**src/hw/rtl/mcp_pkg.sv**
```systemverilog
// ============================================================================
// mcp_pkg: shared types, codes and helpers for the MESI cache tag controller
// Holds address layout constants, MESI codes, report codes, the controller
// state type, command/status bundles and the tree pseudo-LRU functions.
// ============================================================================
package mcp_pkg;

   localparam int ADDR_W         = 32;
   localparam int WAYS           = 8;
   localparam int WAY_W          = 3;
   localparam int PLRU_W         = WAYS - 1;
   localparam int MAX_RPT        = 5;
   localparam int RPT_IDX_W      = 3;
   localparam int DEF_SET_BITS   = 15;
   localparam int DEF_OFFSET_BITS = 6;

   // request actions
   typedef enum logic [2:0] {
      ACT_DREAD      = 3'd0,
      ACT_DWRITE     = 3'd1,
      ACT_IREAD      = 3'd2,
      ACT_SNP_INV    = 3'd3,
      ACT_SNP_READ   = 3'd4,
      ACT_SNP_WRITE  = 3'd5,
      ACT_SNP_RWIM   = 3'd6,
      ACT_CLEAR      = 3'd7
   } act_type;

   // MESI line states
   localparam logic [1:0] LS_I = 2'd0;
   localparam logic [1:0] LS_S = 2'd1;
   localparam logic [1:0] LS_E = 2'd2;
   localparam logic [1:0] LS_M = 2'd3;

   // bus answer from other caches
   localparam logic [1:0] BSN_NOHIT = 2'd0;

   // report kinds
   localparam logic [1:0] KIND_MSG = 2'd0;
   localparam logic [1:0] KIND_BUS = 2'd1;
   localparam logic [1:0] KIND_SNP = 2'd2;

   // upper-cache messages
   localparam logic [1:0] MSG_GET   = 2'd0;
   localparam logic [1:0] MSG_SEND  = 2'd1;
   localparam logic [1:0] MSG_INV   = 2'd2;
   localparam logic [1:0] MSG_EVICT = 2'd3;

   // bus operations
   localparam logic [1:0] BUS_READ  = 2'd0;
   localparam logic [1:0] BUS_WRITE = 2'd1;
   localparam logic [1:0] BUS_INV   = 2'd2;
   localparam logic [1:0] BUS_RWIM  = 2'd3;

   // own snoop replies
   localparam logic [1:0] SNP_NOHIT = 2'd0;
   localparam logic [1:0] SNP_HIT   = 2'd1;
   localparam logic [1:0] SNP_HITM  = 2'd2;

   typedef enum logic [2:0] {
      CS_INIT,
      CS_IDLE,
      CS_UPDATE,
      CS_EMIT,
      CS_CLEAR
   } ctl_state_type;

   typedef struct packed {
      logic [1:0]        kind;
      logic [1:0]        code;
      logic [ADDR_W-1:0] addr;
   } rpt_type;

   // controller -> datapath
   typedef struct packed {
      logic load;        // capture request and read its set
      logic update;      // evaluate, write set back, load reports
      logic clear_step;  // write one cleared row
      logic clear_plru;  // also clear the pseudo-LRU row
      logic pop;         // one report transaction taken
   } cmd_type;

   // datapath -> controller
   typedef struct packed {
      logic clr_last;    // sweep at its final row
      logic has_rpt;     // current evaluation yields reports
      logic rpt_last;    // report on output is the final one
   } sts_type;

   // Point tree bits away from way w (mark most recently used).
   function automatic logic [PLRU_W-1:0] plru_touch(input logic [PLRU_W-1:0] t,
                                                    input logic [WAY_W-1:0] w);
      logic [PLRU_W-1:0] r;
      r    = t;
      r[0] = w[2];
      if (!w[2]) begin
         r[1] = w[1];
         if (!w[1]) r[3] = w[0];
         else       r[4] = w[0];
      end else begin
         r[2] = w[1];
         if (!w[1]) r[5] = w[0];
         else       r[6] = w[0];
      end
      return r;
   endfunction

   // Follow the tree to the pseudo-LRU way.
   function automatic logic [WAY_W-1:0] plru_victim(input logic [PLRU_W-1:0] t);
      logic [WAY_W-1:0] v;
      if (!t[0]) begin
         if (!t[2]) v = t[6] ? 3'd6 : 3'd7;
         else       v = t[5] ? 3'd4 : 3'd5;
      end else begin
         if (!t[1]) v = t[4] ? 3'd2 : 3'd3;
         else       v = t[3] ? 3'd0 : 3'd1;
      end
      return v;
   endfunction

endpackage

```
**src/hw/rtl/mcp_ctrl.sv**
```systemverilog
// ============================================================================
// mcp_ctrl: controller state machine
// Sequences init sweep, lookup/update, report emission and clear sweeps.
// ============================================================================
module mcp_ctrl
   import mcp_pkg::*;
(
   input  logic       clock,
   input  logic       reset,
   input  logic       req_valid,
   input  logic [2:0] req_action,
   output logic       req_ready,
   output logic       rsp_valid,
   input  logic       rsp_ready,
   input  sts_type    sts,
   output cmd_type    cmd
);

   ctl_state_type state_ff, state_in;
   logic          req_acc;

   assign req_acc = req_valid && (state_ff == CS_IDLE);

   // state register
   always_ff @(posedge clock) begin
      if (reset) state_ff <= CS_INIT;
      else       state_ff <= state_in;
   end

   // next state
   always_comb begin
      state_in = state_ff;
      unique case (state_ff)
         CS_INIT: begin
            if (sts.clr_last) state_in = CS_IDLE;
         end
         CS_IDLE: begin
            if (req_acc) begin
               if (req_action == ACT_CLEAR)          state_in = CS_CLEAR;
               else if (req_action == ACT_SNP_WRITE) state_in = CS_IDLE;
               else                                  state_in = CS_UPDATE;
            end
         end
         CS_UPDATE: begin
            state_in = sts.has_rpt ? CS_EMIT : CS_IDLE;
         end
         CS_EMIT: begin
            if (rsp_ready && sts.rpt_last) state_in = CS_IDLE;
         end
         CS_CLEAR: begin
            if (sts.clr_last) state_in = CS_IDLE;
         end
         default: state_in = CS_INIT;
      endcase
   end

   // outputs
   always_comb begin
      req_ready      = (state_ff == CS_IDLE);
      rsp_valid      = (state_ff == CS_EMIT);
      cmd.load       = req_acc;
      cmd.update     = (state_ff == CS_UPDATE);
      cmd.clear_step = (state_ff == CS_INIT) || (state_ff == CS_CLEAR);
      cmd.clear_plru = (state_ff == CS_INIT);
      cmd.pop        = (state_ff == CS_EMIT) && rsp_ready;
   end

endmodule

```
**config.mk**
```make
export PLATFORM = sky130hd
export DESIGN_NAME = mcp_ctrl
export DESIGN_NICKNAME = d
export VERILOG_FILES = /design/src/hw/rtl/mcp_pkg.sv /design/src/hw/rtl/mcp_ctrl.sv
export SDC_FILE = /design/constraint.sdc
export NUM_CORES = 1
export LEC_CHECK = 0
export ABC_AREA = 1
export BUFFER_PORTS_ARGS = -buffer_cell sky130_fd_sc_hd__buf_2
export CAP_MARGIN = 20
export CORE_AREA = 3 3 40 42
export DETAILED_ROUTE_END_ITERATION = 12
export DIE_AREA = 0 0 43 45
export SYNTH_ARGS = -nofsm -noshare
export SYNTH_HDL_FRONTEND = slang
export SYNTH_SLANG_ARGS = --single-unit
```
**constraint.sdc**
```tcl
create_clock -name clock -period 1.1 [get_ports clock]
set_input_delay 0.11 -clock clock [delete_from_list [all_inputs] [get_ports clock]]
set_output_delay 0.11 -clock clock [all_outputs]
set_load 0.05 [all_outputs]
```
==> flow_summary.ini <==
[outcome]
outcome = finished with violations
violations = negative setup slack

[timing]
skew_ns = 0.00245
fin_crit_sh = 1.05
slew_viol_final = 0
fin_crit_ns = 1.15
finalHoldViolations = 0
max_slew_margin = 0.849
setup_viol = 8
rsz0062_at_grt = true
setup_ws_ns = -0.0500
worstMarginPinSlew_ns = 0.225
max_freq_mhz = 870

[clocking]
cts.root.buffer_cell = clkbuf_4
cts_tree = yes
cts_buffers = 3
h-tree-depth = 1
clk-insertion-delay-late_ns = 0.23
clk_pin_slew_ns = 0.04
clk_path_buf_depth = 2
cts.sinks = 3

[final_layout]
top_register = state_ff
final_common_cell = buf_4
multi_input_area_sq_um = 236
fill_cells = 131
diodes = 0
largest_reg_flops = 3
final_nets = 88
top_regs = state_ff x3
final_cell_mix = buf_4 (10), buf_2 (9), buf_6 (7), nand2_1 (6)
drive_gt1_frac = 0.753
regArea_sq_um = 71.3
final_area_sq_um = 631
syn_to_final_growth_pct = 115

[power_and_ir_drop]
combPwrFrac = 0.575
switching_share = 0.425
leakage_nw = 0.321
vdd_drop_max_mv = 0.700
p_clk_frac = 0.237
power.density_mw_per_mm2 = 1310
intPower_w = 0.000474
netSwitchingPower_w = 0.000350
seq_power_share = 0.188

[synth]
synth_cell_type_count = 18
synth.top_cell.area_share = 0.205
ys_warn_count = 0
netlist.top_cell.by_area = dfxtp_1
synthTopCellsByArea = dfxtp_1 (21%), nor2_1 (12%), inv_1 (10%)
synth.avg_cell_area_sq_um = 6.23
synthCells = 47
netlist_area_sq_um = 293
synth_fp_nets = 57
synth-seq-area-share = 0.205
synth_seq_cells = 3

[route]
wl_per_cell_um = 11.5
ant_nets = 0
drt_wl_total_mm = 1.06
vias = 411
firstDrtPassIters = 4
vias_per_cell = 4.47
drt_iter0_drc = 8
drc = 0

[critical_path]
worstPathArrival_ns = 1.04
worstSetupPathType = register to output pin
path_cells = nor2_4, inv_2, nor2_4, buf_6
critPathTopFamily = flip-flops
critical-path-top-cell-by-count = nor2_4
crit_slowest_cell = dfxtp_4
critPathMaxStageDelay_ns = 0.37
required_ns = 0.99
path_max_fanout = 6
end_kind = output pin
path_buf_inv = 2
cp-start-kind = register

[die]
die_w_um = 43
core_area_sq_mm = 0.00128
rows = 13
io_pins = 17
initial_utilization = 0.228
dieArea_sq_mm = 0.00194
die_h_um = 45

[global_route]
grt_pass1_wl_mm = 1.57
antenna_found_initial = 0
first_global_vias = 380
grt-ovfl-total = 0
grtUsageTotal = 0.115
grt_max_degree = 7

[placement]
hpwl_um = 586
dpl_worst_slack_ns = -0.0143
place_area_sq_um = 419
gp_congestion = 0.823
portBuffers = 16

[worst_hold_path]
hold_class = input port to register

[job]
drv_cap = 0
-- final cells by class --
type                    instances  share of cell area
clock buffers                   4              0.0417
inverters                      11              0.0774
multi-input cells              31               0.375
flip-flops and latches          3               0.113
well taps                      15              0.0298
repair buffers                 28               0.363
-- through the flow --
| step | cells | power, W | util | hold WS, ns | TNS (ns) |
|---|---|---|---|---|---|
| 2_1_floorplan | 47 | 0.000385 | - | 0.177 | -0.524 |
| 3_3_place_gp | 79 | 0.000451 | 0.326 | 0.291 | 0 |
| 3_5_place_dp | 79 | 0.000451 | 0.326 | 0.293 | -0.0143 |
| 4_1_cts | 90 | 0.000768 | 0.452 | 0.0360 | -0.234 |
| 5_1_grt | 92 | 0.000884 | 0.491 | 0.0425 | -0.791 |
| 6_report | 92 | 0.000824 | 0.491 | 0.0435 | -0.242 |
-- repair_timing --
| item | 4_1_cts | 5_1_grt |
|---|---|---|
| buffers inserted | 7 | 2 |
| hold buffers | 0 | 0 |
| endpoints found under the setup margin | 8 | 10 |
| gates cloned | 0 | 0 |
| pin swaps | 4 | 5 |
| gates resized for setup | 27 | 11 |
-- power groups by stage --
stage	sequential [W]	combinational, W	clock, W
2_1_floorplan	0.000138	0.000247	0
3_3_place_gp	0.000146	0.000306	0
3_5_place_dp	0.000146	0.000306	0
4_1_cts	0.000153	0.000410	0.000205
5_1_grt	0.000157	0.000507	0.000220
6_report	0.000155	0.000474	0.000195
-- worst register-to-register path, cell delays in order, from the launching register on --
cell and delay (ns):
dfxtp_4 0.37, buf_4 0.15, buf_4 0.13, nand4_1 0.07, nand2_1 0.08, a21oi_2 0.18
nor2_2 0.04
-- final timing paths --
| kind | to | cells past startpoint | slack (ns) | start |
|---|---|---|---|---|
| setup / recovery | cmd[1] | 4 | -0.05 | state_ff[0] |
| hold / removal | state_ff[1] | 2 | 0.04 | reset |
| setup reg to reg | state_ff[1] | 6 | -0.02 | state_ff[0] |
| hold reg to reg | state_ff[0] | 4 | 0.75 | state_ff[2] |
-- layer usage --
layer	share of wire	wire, um	track usage
met5	0	0	0
met4	0.058	61	0.0723
met3	0.064	68	0.0279
met2	0.54	565	0.222
met1	0.34	361	0.108
-- cell usage after synthesis (all sizes together) --
cell	count
a21oi	2
buf	2
dfxtp	3
inv	11
nand2	7
nand3	4
nand4	3
nor2	12
nor3	1
nor3b	1
o31ai	1
-- cells by family (layout without fill, tap and decap cells) --
group,after synthesis,after routing,share of synthesized area
compound gates,3,3,0.0726
buf+inv,13,43,0.201
flops,3,3,0.205
simple gates,28,28,0.521
Power figures use the tool's default switching activity.
